==> config.mk <==
export PLATFORM = sky130hd
export DESIGN_NAME = strict_priority_multi_fifo_top_flat
export DESIGN_NICKNAME = d
export VERILOG_FILES = /design/src/rtl/spmf_pkg.sv /design/src/rtl/spmf_if.sv /design/src/rtl/spmf_level_table.sv /design/src/rtl/strict_priority_multi_fifo_top.sv /design/src/flat_wrapper.sv
export VERILOG_INCLUDE_DIRS = /design/src /design/src/rtl
export SDC_FILE = /design/constraint.sdc
export NUM_CORES = 2
export LEC_CHECK = 0
export BUFFER_PORTS_ARGS = -buffer_cell sky130_fd_sc_hd__buf_2
export CORE_MARGIN = 4
export CORE_UTILIZATION = 31
export DETAILED_ROUTE_END_ITERATION = 7
export GPL_TIMING_DRIVEN = 0
export HOLD_SLACK_MARGIN = 0.1
export PLACE_DENSITY = 0.57
export SYNTH_ARGS = -nofsm -noshare
export SYNTH_HDL_FRONTEND = slang
export SYNTH_HIERARCHICAL = 1
export SYNTH_MEMORY_MAX_BITS = 65536
export SYNTH_SLANG_ARGS = --single-unit
export TNS_END_PERCENT = 30
==> constraint.sdc <==
create_clock -name clk_i -period 8.4 [get_ports clk_i]
set_clock_uncertainty 0.2 [all_clocks]
set_input_delay 2.1 -clock clk_i [delete_from_list [all_inputs] [get_ports clk_i]]
set_output_delay 2.1 -clock clk_i [all_outputs]
set_load 0.02 [all_outputs]
==> src/rtl/assert_macros.svh <==
// ----------------------------------------------------------------------------
// Assertion macros
// Shared concurrent assertion wrappers for the RTL of this project.
// ----------------------------------------------------------------------------
`ifndef ASSERT_MACROS_SVH
`define ASSERT_MACROS_SVH

// Generic form with explicit clock and active-low reset.
`define ASSERT_IMPL(label, clk, rst_n, prop, msg) \
  label: assert property (@(posedge clk) disable iff (!(rst_n)) (prop)) else $error(msg);

// Short form for modules that use clk_i and rst_ni.
`define ASSERT_CLK(label, prop, msg) `ASSERT_IMPL(label, clk_i, rst_ni, prop, msg)

`endif

==> src/rtl/spmf_pkg.sv <==
`timescale 1ns / 1ps
// ----------------------------------------------------------------------------
// Strict priority multi-level FIFO package
// Field widths, parameter defaults, request codes and controller states.
// ----------------------------------------------------------------------------
package spmf_pkg;

  // Parameter defaults.
  localparam int LevelsDef    = 8;
  localparam int DepthDef     = 16;
  localparam int DataWidthDef = 32;

  // Fixed widths of the request and response fields.
  localparam int ValueW = 32;
  localparam int LevelW = 3;

  typedef enum logic {
    REQ_ADD    = 1'b0,
    REQ_REMOVE = 1'b1
  } req_e;

  typedef enum logic [1:0] {
    ST_IDLE,
    ST_PTR,
    ST_DATA
  } state_e;

endpackage

==> src/rtl/spmf_if.sv <==
`timescale 1ns / 1ps
// ----------------------------------------------------------------------------
// Strict priority multi-level FIFO channels
// Request and response channels with valid/ready handshake.
// ----------------------------------------------------------------------------
interface spmf_req_if;
  logic                        valid;
  logic                        ready;
  spmf_pkg::req_e              req_type;
  logic [spmf_pkg::ValueW-1:0] item_value;
  logic [spmf_pkg::LevelW-1:0] priority_req;

  modport source (output valid, output req_type, output item_value,
                  output priority_req, input ready);
  modport sink   (input valid, input req_type, input item_value,
                  input priority_req, output ready);
endinterface

interface spmf_rsp_if;
  logic                        valid;
  logic                        ready;
  logic                        success;
  logic [spmf_pkg::ValueW-1:0] result_value;
  logic [spmf_pkg::LevelW-1:0] served_level;

  modport source (output valid, output success, output result_value,
                  output served_level, input ready);
  modport sink   (input valid, input success, input result_value,
                  input served_level, output ready);
endinterface

==> src/rtl/spmf_level_table.sv <==
`timescale 1ns / 1ps
// ----------------------------------------------------------------------------
// Level pointer table
// Per-level head, tail and fill count in a synchronous memory, with
// per-entry valid bits and per-level non-empty and full flags.
// ----------------------------------------------------------------------------
module spmf_level_table #(
  parameter int LEVELS = spmf_pkg::LevelsDef,
  parameter int DEPTH  = spmf_pkg::DepthDef
) (
  input  logic                       clk_i,
  input  logic                       rst_ni,
  input  logic                       rd_en_i,
  input  logic [$clog2(LEVELS)-1:0]  rd_lvl_i,
  output logic [$clog2(DEPTH)-1:0]   rd_head_o,
  output logic [$clog2(DEPTH)-1:0]   rd_tail_o,
  output logic [$clog2(DEPTH+1)-1:0] rd_count_o,
  input  logic                       wr_en_i,
  input  logic [$clog2(LEVELS)-1:0]  wr_lvl_i,
  input  logic [$clog2(DEPTH)-1:0]   wr_head_i,
  input  logic [$clog2(DEPTH)-1:0]   wr_tail_i,
  input  logic [$clog2(DEPTH+1)-1:0] wr_count_i,
  output logic [LEVELS-1:0]          nonempty_o,
  output logic [LEVELS-1:0]          full_o
);
  import spmf_pkg::*;

  localparam int IdxW = $clog2(DEPTH);
  localparam int CntW = $clog2(DEPTH + 1);
  localparam int RecW = 2 * IdxW + CntW;

  logic [RecW-1:0]   mem_q [LEVELS];
  logic [RecW-1:0]   rd_rec_q;
  logic              rd_vld_q;
  logic [LEVELS-1:0] entry_vld_q;
  logic [LEVELS-1:0] nonempty_q;
  logic [LEVELS-1:0] full_q;

  // Pointer memory: one write and one read port, registered read data.
  always_ff @(posedge clk_i) begin
    if (wr_en_i) begin
      mem_q[wr_lvl_i] <= {wr_head_i, wr_tail_i, wr_count_i};
    end
    if (rd_en_i) begin
      rd_rec_q <= mem_q[rd_lvl_i];
    end
  end

  always_ff @(posedge clk_i or negedge rst_ni) begin
    if (!rst_ni) begin
      rd_vld_q    <= 1'b0;
      entry_vld_q <= '0;
      nonempty_q  <= '0;
      full_q      <= '0;
    end else begin
      if (rd_en_i) begin
        rd_vld_q <= entry_vld_q[rd_lvl_i];
      end
      if (wr_en_i) begin
        entry_vld_q[wr_lvl_i] <= 1'b1;
        nonempty_q[wr_lvl_i]  <= (wr_count_i != '0);
        full_q[wr_lvl_i]      <= (wr_count_i == CntW'(DEPTH));
      end
    end
  end

  // An entry never written reads as its reset value of zero.
  always_comb begin
    if (rd_vld_q) begin
      {rd_head_o, rd_tail_o, rd_count_o} = rd_rec_q;
    end else begin
      rd_head_o  = '0;
      rd_tail_o  = '0;
      rd_count_o = '0;
    end
  end

  assign nonempty_o = nonempty_q;
  assign full_o     = full_q;

endmodule

==> src/rtl/strict_priority_multi_fifo_top.sv <==
// A request transferred in ST_IDLE passes the pointer memory read, the data
// memory access and the output register load in turn. The load waits while
// an unaccepted result is still held; new requests wait for the load.
// The response register holds a finished result while the next request runs.
// Reset (asynchronous, active low) empties every level at once through the
// per-level valid bits; no clearing pass is needed.
`timescale 1ns / 1ps
`include "assert_macros.svh"
// ----------------------------------------------------------------------------
// Strict priority multi-level FIFO
// One bounded ring per priority level in a shared data memory. An add request
// appends to its level; a remove request pops the lowest-numbered non-empty
// level and reports the level that served it.
// ----------------------------------------------------------------------------
module strict_priority_multi_fifo_top #(
  parameter int LEVELS     = spmf_pkg::LevelsDef,
  parameter int DEPTH      = spmf_pkg::DepthDef,
  parameter int DATA_WIDTH = spmf_pkg::DataWidthDef
) (
  input logic          clk_i,
  input logic          rst_ni,
  spmf_req_if.sink     req_i,
  spmf_rsp_if.source   rsp_o
);
  import spmf_pkg::*;

  localparam int LvlW    = $clog2(LEVELS);
  localparam int IdxW    = $clog2(DEPTH);
  localparam int CntW    = $clog2(DEPTH + 1);
  localparam int Entries = LEVELS * DEPTH;
  localparam int AddrW   = $clog2(Entries);

  // ---------------------------------------------------------------------------
  // Request capture
  // ---------------------------------------------------------------------------
  state_e                state_q, state_d;
  req_e                  op_q;
  logic [LvlW-1:0]       lvl_q;
  logic                  go_q;
  logic [DATA_WIDTH-1:0] word_q;

  logic                  req_xfer;
  logic                  req_ready;
  logic [LEVELS-1:0]     nonempty;
  logic [LEVELS-1:0]     full;
  logic [LvlW-1:0]       top_lvl;
  logic                  any_ne;
  logic [LvlW-1:0]       add_lvl;
  logic                  add_in_range;
  logic                  add_go;

  assign req_xfer    = req_i.valid && req_ready;
  assign req_i.ready = req_ready;

  // Strict priority: the lowest-numbered non-empty level wins.
  always_comb begin
    top_lvl = '0;
    for (int i = LEVELS - 1; i >= 0; i--) begin
      if (nonempty[i]) begin
        top_lvl = LvlW'(i);
      end
    end
  end

  assign any_ne       = |nonempty;
  assign add_lvl      = LvlW'(req_i.priority_req);
  assign add_in_range = int'(req_i.priority_req) < LEVELS;
  // A level beyond the configured count, or a full level, rejects the add.
  assign add_go       = add_in_range && !full[add_lvl];

  always_ff @(posedge clk_i) begin
    if (req_xfer) begin
      op_q   <= req_i.req_type;
      word_q <= DATA_WIDTH'(req_i.item_value);
      if (req_i.req_type == REQ_REMOVE) begin
        lvl_q <= top_lvl;
        go_q  <= any_ne;
      end else begin
        lvl_q <= add_lvl;
        go_q  <= add_go;
      end
    end
  end

  // ---------------------------------------------------------------------------
  // Pointer table and ring update
  // ---------------------------------------------------------------------------
  logic [IdxW-1:0]  ptr_head, ptr_tail;
  logic [CntW-1:0]  ptr_count;
  logic [IdxW-1:0]  new_head, new_tail;
  logic [CntW-1:0]  new_count;
  logic             data_we, data_re;
  logic [AddrW-1:0] data_addr;

  spmf_level_table #(
    .LEVELS (LEVELS),
    .DEPTH  (DEPTH)
  ) u_level_table (
    .clk_i      (clk_i),
    .rst_ni     (rst_ni),
    .rd_en_i    (req_xfer),
    .rd_lvl_i   ((req_i.req_type == REQ_REMOVE) ? top_lvl : add_lvl),
    .rd_head_o  (ptr_head),
    .rd_tail_o  (ptr_tail),
    .rd_count_o (ptr_count),
    .wr_en_i    (data_we || data_re),
    .wr_lvl_i   (lvl_q),
    .wr_head_i  (new_head),
    .wr_tail_i  (new_tail),
    .wr_count_i (new_count),
    .nonempty_o (nonempty),
    .full_o     (full)
  );

  // The pointer read issued on the transfer is back in ST_PTR, where the
  // level's ring is advanced and written back. The next request can only be
  // transferred in ST_IDLE, after that write, so no forwarding is needed.
  always_comb begin
    new_head  = ptr_head;
    new_tail  = ptr_tail;
    new_count = ptr_count;
    if (op_q == REQ_ADD) begin
      new_tail  = (ptr_tail == IdxW'(DEPTH - 1)) ? '0 : ptr_tail + 1'b1;
      new_count = ptr_count + 1'b1;
    end else begin
      new_head  = (ptr_head == IdxW'(DEPTH - 1)) ? '0 : ptr_head + 1'b1;
      new_count = ptr_count - 1'b1;
    end
  end

  assign data_addr = AddrW'(lvl_q) * AddrW'(DEPTH)
                   + AddrW'((op_q == REQ_ADD) ? ptr_tail : ptr_head);

  // ---------------------------------------------------------------------------
  // Data memory: one ring of DEPTH words per level, read data registered.
  // Entries are undefined until written and are only read once written.
  // ---------------------------------------------------------------------------
  logic [DATA_WIDTH-1:0] data_mem_q [Entries];
  logic [DATA_WIDTH-1:0] rd_data_q;

  always_ff @(posedge clk_i) begin
    if (data_we) begin
      data_mem_q[data_addr] <= word_q;
    end
    if (data_re) begin
      rd_data_q <= data_mem_q[data_addr];
    end
  end

  // ---------------------------------------------------------------------------
  // Sequencer
  // ---------------------------------------------------------------------------
  logic out_vld_q;
  logic out_load;

  always_comb begin
    state_d = state_q;
    case (state_q)
      ST_IDLE: begin
        if (req_xfer) begin
          state_d = ST_PTR;
        end
      end
      ST_PTR: begin
        state_d = ST_DATA;
      end
      ST_DATA: begin
        if (out_load) begin
          state_d = ST_IDLE;
        end
      end
      default: begin
        state_d = ST_IDLE;
      end
    endcase
  end

  always_comb begin
    req_ready = 1'b0;
    data_we   = 1'b0;
    data_re   = 1'b0;
    out_load  = 1'b0;
    case (state_q)
      ST_IDLE: begin
        req_ready = 1'b1;
      end
      ST_PTR: begin
        data_we = go_q && (op_q == REQ_ADD);
        data_re = go_q && (op_q == REQ_REMOVE);
      end
      ST_DATA: begin
        // The response register is free, or is emptied by this cycle's transfer.
        out_load = !out_vld_q || rsp_o.ready;
      end
      default: begin
      end
    endcase
  end

  always_ff @(posedge clk_i or negedge rst_ni) begin
    if (!rst_ni) begin
      state_q <= ST_IDLE;
    end else begin
      state_q <= state_d;
    end
  end

  // ---------------------------------------------------------------------------
  // Response register
  // ---------------------------------------------------------------------------
  logic              out_success_q;
  logic [ValueW-1:0] out_value_q;
  logic [LevelW-1:0] out_served_q;
  logic              served;

  // Only a successful remove carries a data word and a level; all other
  // responses report zero in both fields.
  assign served = go_q && (op_q == REQ_REMOVE);

  always_ff @(posedge clk_i or negedge rst_ni) begin
    if (!rst_ni) begin
      out_vld_q <= 1'b0;
    end else if (out_load) begin
      out_vld_q <= 1'b1;
    end else if (rsp_o.ready) begin
      out_vld_q <= 1'b0;
    end
  end

  always_ff @(posedge clk_i) begin
    if (out_load) begin
      out_success_q <= go_q;
      out_value_q   <= served ? ValueW'(rd_data_q) : '0;
      out_served_q  <= served ? LevelW'(lvl_q) : '0;
    end
  end

  assign rsp_o.valid        = out_vld_q;
  assign rsp_o.success      = out_success_q;
  assign rsp_o.result_value = out_value_q;
  assign rsp_o.served_level = out_served_q;

  // ---------------------------------------------------------------------------
  // Assertions
  // ---------------------------------------------------------------------------
  `ASSERT_CLK(xfer_starts_op_a, req_xfer |=> state_q == ST_PTR, "request transfer did not start an operation")
  `ASSERT_CLK(ptr_then_data_a, state_q == ST_PTR |=> state_q == ST_DATA, "pointer stage not followed by data stage")
  `ASSERT_CLK(full_is_nonempty_a, (full & ~nonempty) == '0, "level flagged full but empty")
  `ASSERT_CLK(mem_access_gated_a, (data_we || data_re) |-> (go_q && state_q == ST_PTR), "data memory accessed without a valid operation")

endmodule

==> src/flat_wrapper.sv <==
// flat-port wrapper written by rule: the top's interface ports become plain ports
module strict_priority_multi_fifo_top_flat import spmf_pkg::*;
#(
  parameter int LEVELS     = spmf_pkg::LevelsDef,
  parameter int DEPTH      = spmf_pkg::DepthDef,
  parameter int DATA_WIDTH = spmf_pkg::DataWidthDef
)
  (clk_i, rst_ni, req_i_valid, req_i_req_type, req_i_item_value, req_i_priority_req, req_i_ready, rsp_o_valid, rsp_o_success, rsp_o_result_value, rsp_o_served_level, rsp_o_ready);
  spmf_req_if req_i_i ();
  spmf_rsp_if rsp_o_i ();
  input logic clk_i;
  input logic rst_ni;
  input wire logic [$bits(req_i_i.valid)-1:0] req_i_valid;
  input wire logic [$bits(req_i_i.req_type)-1:0] req_i_req_type;
  input wire logic [$bits(req_i_i.item_value)-1:0] req_i_item_value;
  input wire logic [$bits(req_i_i.priority_req)-1:0] req_i_priority_req;
  output wire logic [$bits(req_i_i.ready)-1:0] req_i_ready;
  output wire logic [$bits(rsp_o_i.valid)-1:0] rsp_o_valid;
  output wire logic [$bits(rsp_o_i.success)-1:0] rsp_o_success;
  output wire logic [$bits(rsp_o_i.result_value)-1:0] rsp_o_result_value;
  output wire logic [$bits(rsp_o_i.served_level)-1:0] rsp_o_served_level;
  input wire logic [$bits(rsp_o_i.ready)-1:0] rsp_o_ready;
  assign req_i_i.valid = req_i_valid;
  assign req_i_i.req_type = req_i_req_type;
  assign req_i_i.item_value = req_i_item_value;
  assign req_i_i.priority_req = req_i_priority_req;
  assign req_i_ready = req_i_i.ready;
  assign rsp_o_valid = rsp_o_i.valid;
  assign rsp_o_success = rsp_o_i.success;
  assign rsp_o_result_value = rsp_o_i.result_value;
  assign rsp_o_served_level = rsp_o_i.served_level;
  assign rsp_o_i.ready = rsp_o_ready;
  strict_priority_multi_fifo_top #(.LEVELS(LEVELS), .DEPTH(DEPTH), .DATA_WIDTH(DATA_WIDTH)) u_core (.clk_i(clk_i), .rst_ni(rst_ni), .req_i(req_i_i), .rsp_o(rsp_o_i));
endmodule
==> run metrics <==
post-synthesis cell count=approximately 8k; Power Total=around 57 mW; Power Density=just over 300 mW/mm2; Final Hold Vio Count=0; Num Clock Sinks=4,346; wirelength, routed=between 500,000 and 600,000 um; placed cell count=roughly 15k; Yosys cell types=65; #FFs+latches synth=around 4.3k; synth warn=6; Via density=5.73; initial DRC count=between 15k and 20k; DR WL/cell=33.6 um; share of cells above drive strength 1=16.2%; Hold Path Class=reg2reg; first-pass iteration count of the detailed router=8; commonest non-fill, non-tap cells in the layout=4,318 x edfxtp_1, 564 x a22oi_1, 531 x nand2_1; syn nets=between 8k and 9k; Psw=approximately 18 mW; crit-path max FO=22; # rows=between 200 and 300; combinational power share=approximately a quarter; total gr overflow=0; post-synth top area share=82.7%; IO Pins=78; Die Y=roughly 700 um; post-synthesis sequential area ratio=83.2%; setup bufs post-CTS=0; number of synthesized flops with an enable pin=between 4k and 5k; worst path required time=just under 9 ns; clock-pin slew on the worst setup and hold paths=approximately 0.06 ns; run status=finished, violations left; # setup viols final=0; crit end category=flop; Post-Syn Area per Cell=roughly 19 um2; Hold EP=u_core/u_level_table/entry_vld_q[6]$_DFFE_PN0P_; register share of total power=approximately 44%; Hold Crit Depth=1; Clock Path Buffers=4; Synth area leaders=edfxtp_1 83%, a222oi_1 3.0%, a22oi_1 2.7%, a22o_1 1.9%, a221oi_1 1.4%; Pleak=57.2 nW; final period utilization=88.8%; CP Class=reg2reg; Final ANT Viol Nets=0; Async SR Flop Fraction=less than 1%; final core utilization=a little under two fifths; hold_buf cts=0; post-placement cell area=around 0.17 mm2; R2R Setup Slk=approximately 0.94 ns; Die ar.=~0.52 mm2; port bufs=77; Slew headroom=-10.1%; Critical Path AT=slightly below 8 ns; number of global-route vias before repair=just under 90k; DR DRC count=11; Clock power frac=around 33%; Crit Reg-Reg Endpoint=u_core/data_mem_q[54][29]$_DFFE_PP_; P_int=approximately 39 mW; most common cell after layout, fill and taps aside=edfxtp_1; MaxCap Viol Count=17; synthesized area=about 0.16 mm2; gr usage total=20.0%; RSZ-0062 raised after global routing=no; hold path startpoint=u_core/u_level_table/entry_vld_q[6]$_DFFE_PN0P_; initial core utilization=between 30% and 40%; worst flop-to-flop path startpoint=u_core/u_level_table/rd_vld_q$_DFFE_PN0P_; layout net count=between 9k and 10k; failing checks=DRC, capacitance limit, slew limit; total CTS buffers=around 430; Core ar.=around 0.5 mm2; R2R cell count=11; CTS tree=done; fin crit period=about 7.5 ns; synthesis-to-layout area growth=20.0%; f_max=134 MHz; largest net degree at the start of global routing=between 40 and 50; antenna violations before repair=64; RD Place Congestion=between 0.9 and 1; CTS root buf=clkbuf_16; PostCTS Resize Cnt=0; Die X=slightly above 700 um; worst-skew pair later-pin latency=slightly below 1 ns; Worst setup SP type=flop; worst vdd ir=roughly 0.20 mV; Final Instance Count excl. Fillers=approximately 16k; Yosys top cell by area=edfxtp_1; first-pass GRT wire length=roughly 730,000 um; final instance area=~0.19 mm2; H-tree Lvls=5; via count=~92k; final slew viol count=67; Net Sw Frac=about a third; Worst-Margin Slew=about 1.6 ns; Post-DP HPWL=about 380,000 um; most common flop cell mapped by yosys=edfxtp_1
-- worst max-delay path by stage --
| stage | cells after the start | to | from | slack, ns |
|---|---|---|---|---|
| 6_report | 11 | u_core/data_mem_q[54][29]$_DFFE_PP_ | u_core/u_level_table/rd_vld_q$_DFFE_PN0P_ | 0.94 |
| 5_1_grt | 11 | u_core/data_mem_q[54][29]$_DFFE_PP_ | u_core/u_level_table/rd_vld_q$_DFFE_PN0P_ | 1.08 |
| 4_1_cts | 11 | u_core/data_mem_q[46][7]$_DFFE_PP_ | u_core/u_level_table/rd_vld_q$_DFFE_PN0P_ | 1.32 |
| 3_5_place_dp | 11 | u_core/data_mem_q[46][5]$_DFFE_PP_ | u_core/u_level_table/rd_vld_q$_DFFE_PN0P_ | 1.38 |
| 3_3_place_gp | 7 | u_core/data_mem_q[4][14]$_DFFE_PP_ | u_core/op_q$_DFFE_PP_ | -0.74 |
| 2_1_floorplan | 2 | u_core/rsp_o.result_value[0]$_SDFFCE_PN0P_ | rsp_o_ready | 3.91 |
-- per-layer routing --
layer	vias to the layer above	GRT usage (%)	part of all wire, %
met5	-	0	0.018
met2	6308	30.7	45
met3	1106	5.47	12
met4	14	12.8	7.4
li1	37000	-	-
met1	48000	25.1	36
-- cell type report --
cell class	count	area (um2)
fill	45300	314000
sequential	4346	130000
multi-input combinational	3286	25100
clock buffer	556	11400
tap	6681	8360
timing repair buffer	423	8120
buffer	551	2570
clock inverter	232	2020
inverter	20	75.1
antenna	30	75.1
-- per-stage QoR --
stage	hold WS [ns]	setup WS, ns	setup TNS [ns]
finish	0.268	0.941	0
global route	0.277	1.08	0
CTS	0.271	1.32	0
detailed placement	0.252	1.38	0
global placement	0.248	-0.739	-455.80
floorplan	0.234	3.91	0
-- worst max-delay path, stage by stage (launching register included) --
cell and delay [ns]:
dfrtp_1 0.42, clkbuf_1 0.37, and2_1 0.29, buf_2 0.26, nand2_1 0.12, o31ai_2 0.90
buf_2 0.70, buf_1 1.05, nand2_1 1.11, clkbuf_2 0.75, nor2_4 0.61, buf_12 0.25
-- power by group through the flow --
stage	registers (mW)	clock network [mW]	logic (mW)
final	24.9	18.5	13.6
after detailed placement	25.4	0	13.1
after floorplan	25.7	0	5.52
after global placement	26.4	0	11.3
after CTS	24.9	18.7	13.2
after global routing	24.9	19.7	13.7
-- state kept, by name (all words and copies together) (netlist names), 2 cells and up --
| signal | cells |
|---|---|
| u_core/word_q | 32 |
| u_core/state_q | 2 |
| u_core/rsp_o.served_level | 3 |
| u_core/u_level_table/rd_rec_q | 13 |
| u_core/u_level_table/mem_q | 104 |
| u_core/u_level_table/full_o | 8 |
| u_core/u_level_table/nonempty_o | 8 |
| u_core/data_mem_q | 4096 |
| u_core/u_level_table/entry_vld_q | 8 |
| u_core/lvl_q | 3 |
| u_core/rsp_o.result_value | 32 |
| u_core/rd_data_q | 32 |
-- cell families (layout without fill, tap and decap cells) --
family	after synthesis	count (layout)	synth area share [%]
AO/OA/AOI/OAI	2033	2033	10.7
adder cells (fa/ha/maj)	6	6	0.0527
XOR/XNOR	6	6	0.0335
flip-flops	4346	4346	83.2
multiplexers	81	81	0.762
AND/OR/NAND/NOR	1160	1160	3.65
other	0	30	0
buffers and inverters	571	1782	1.68
-- synthesized netlist by cell type, drive strengths merged, types with 3 or more instances --
cell type  count
edfxtp      4318
a22oi        564
nand2        531
a222oi       477
a22o         332
buf          295
clkbuf       256
a221oi       249
a31oi        248
nand4        208
nor2         141
nor4         131
a21oi         55
a41oi         43
o21ai         37
and3          35
mux2i         35
mux4          29
nor4b         29
dfrtp         28
inv           20
and2          17
mux2          17
o22ai         14
nand3         12
nand2b        11
and4          10
or2            7
ha             5
nand4b         5
nor2b          5
nor3           4
xnor2          4
a21o           3
and4bb         3
Note: power is estimated with default switching activity, not from simulation.
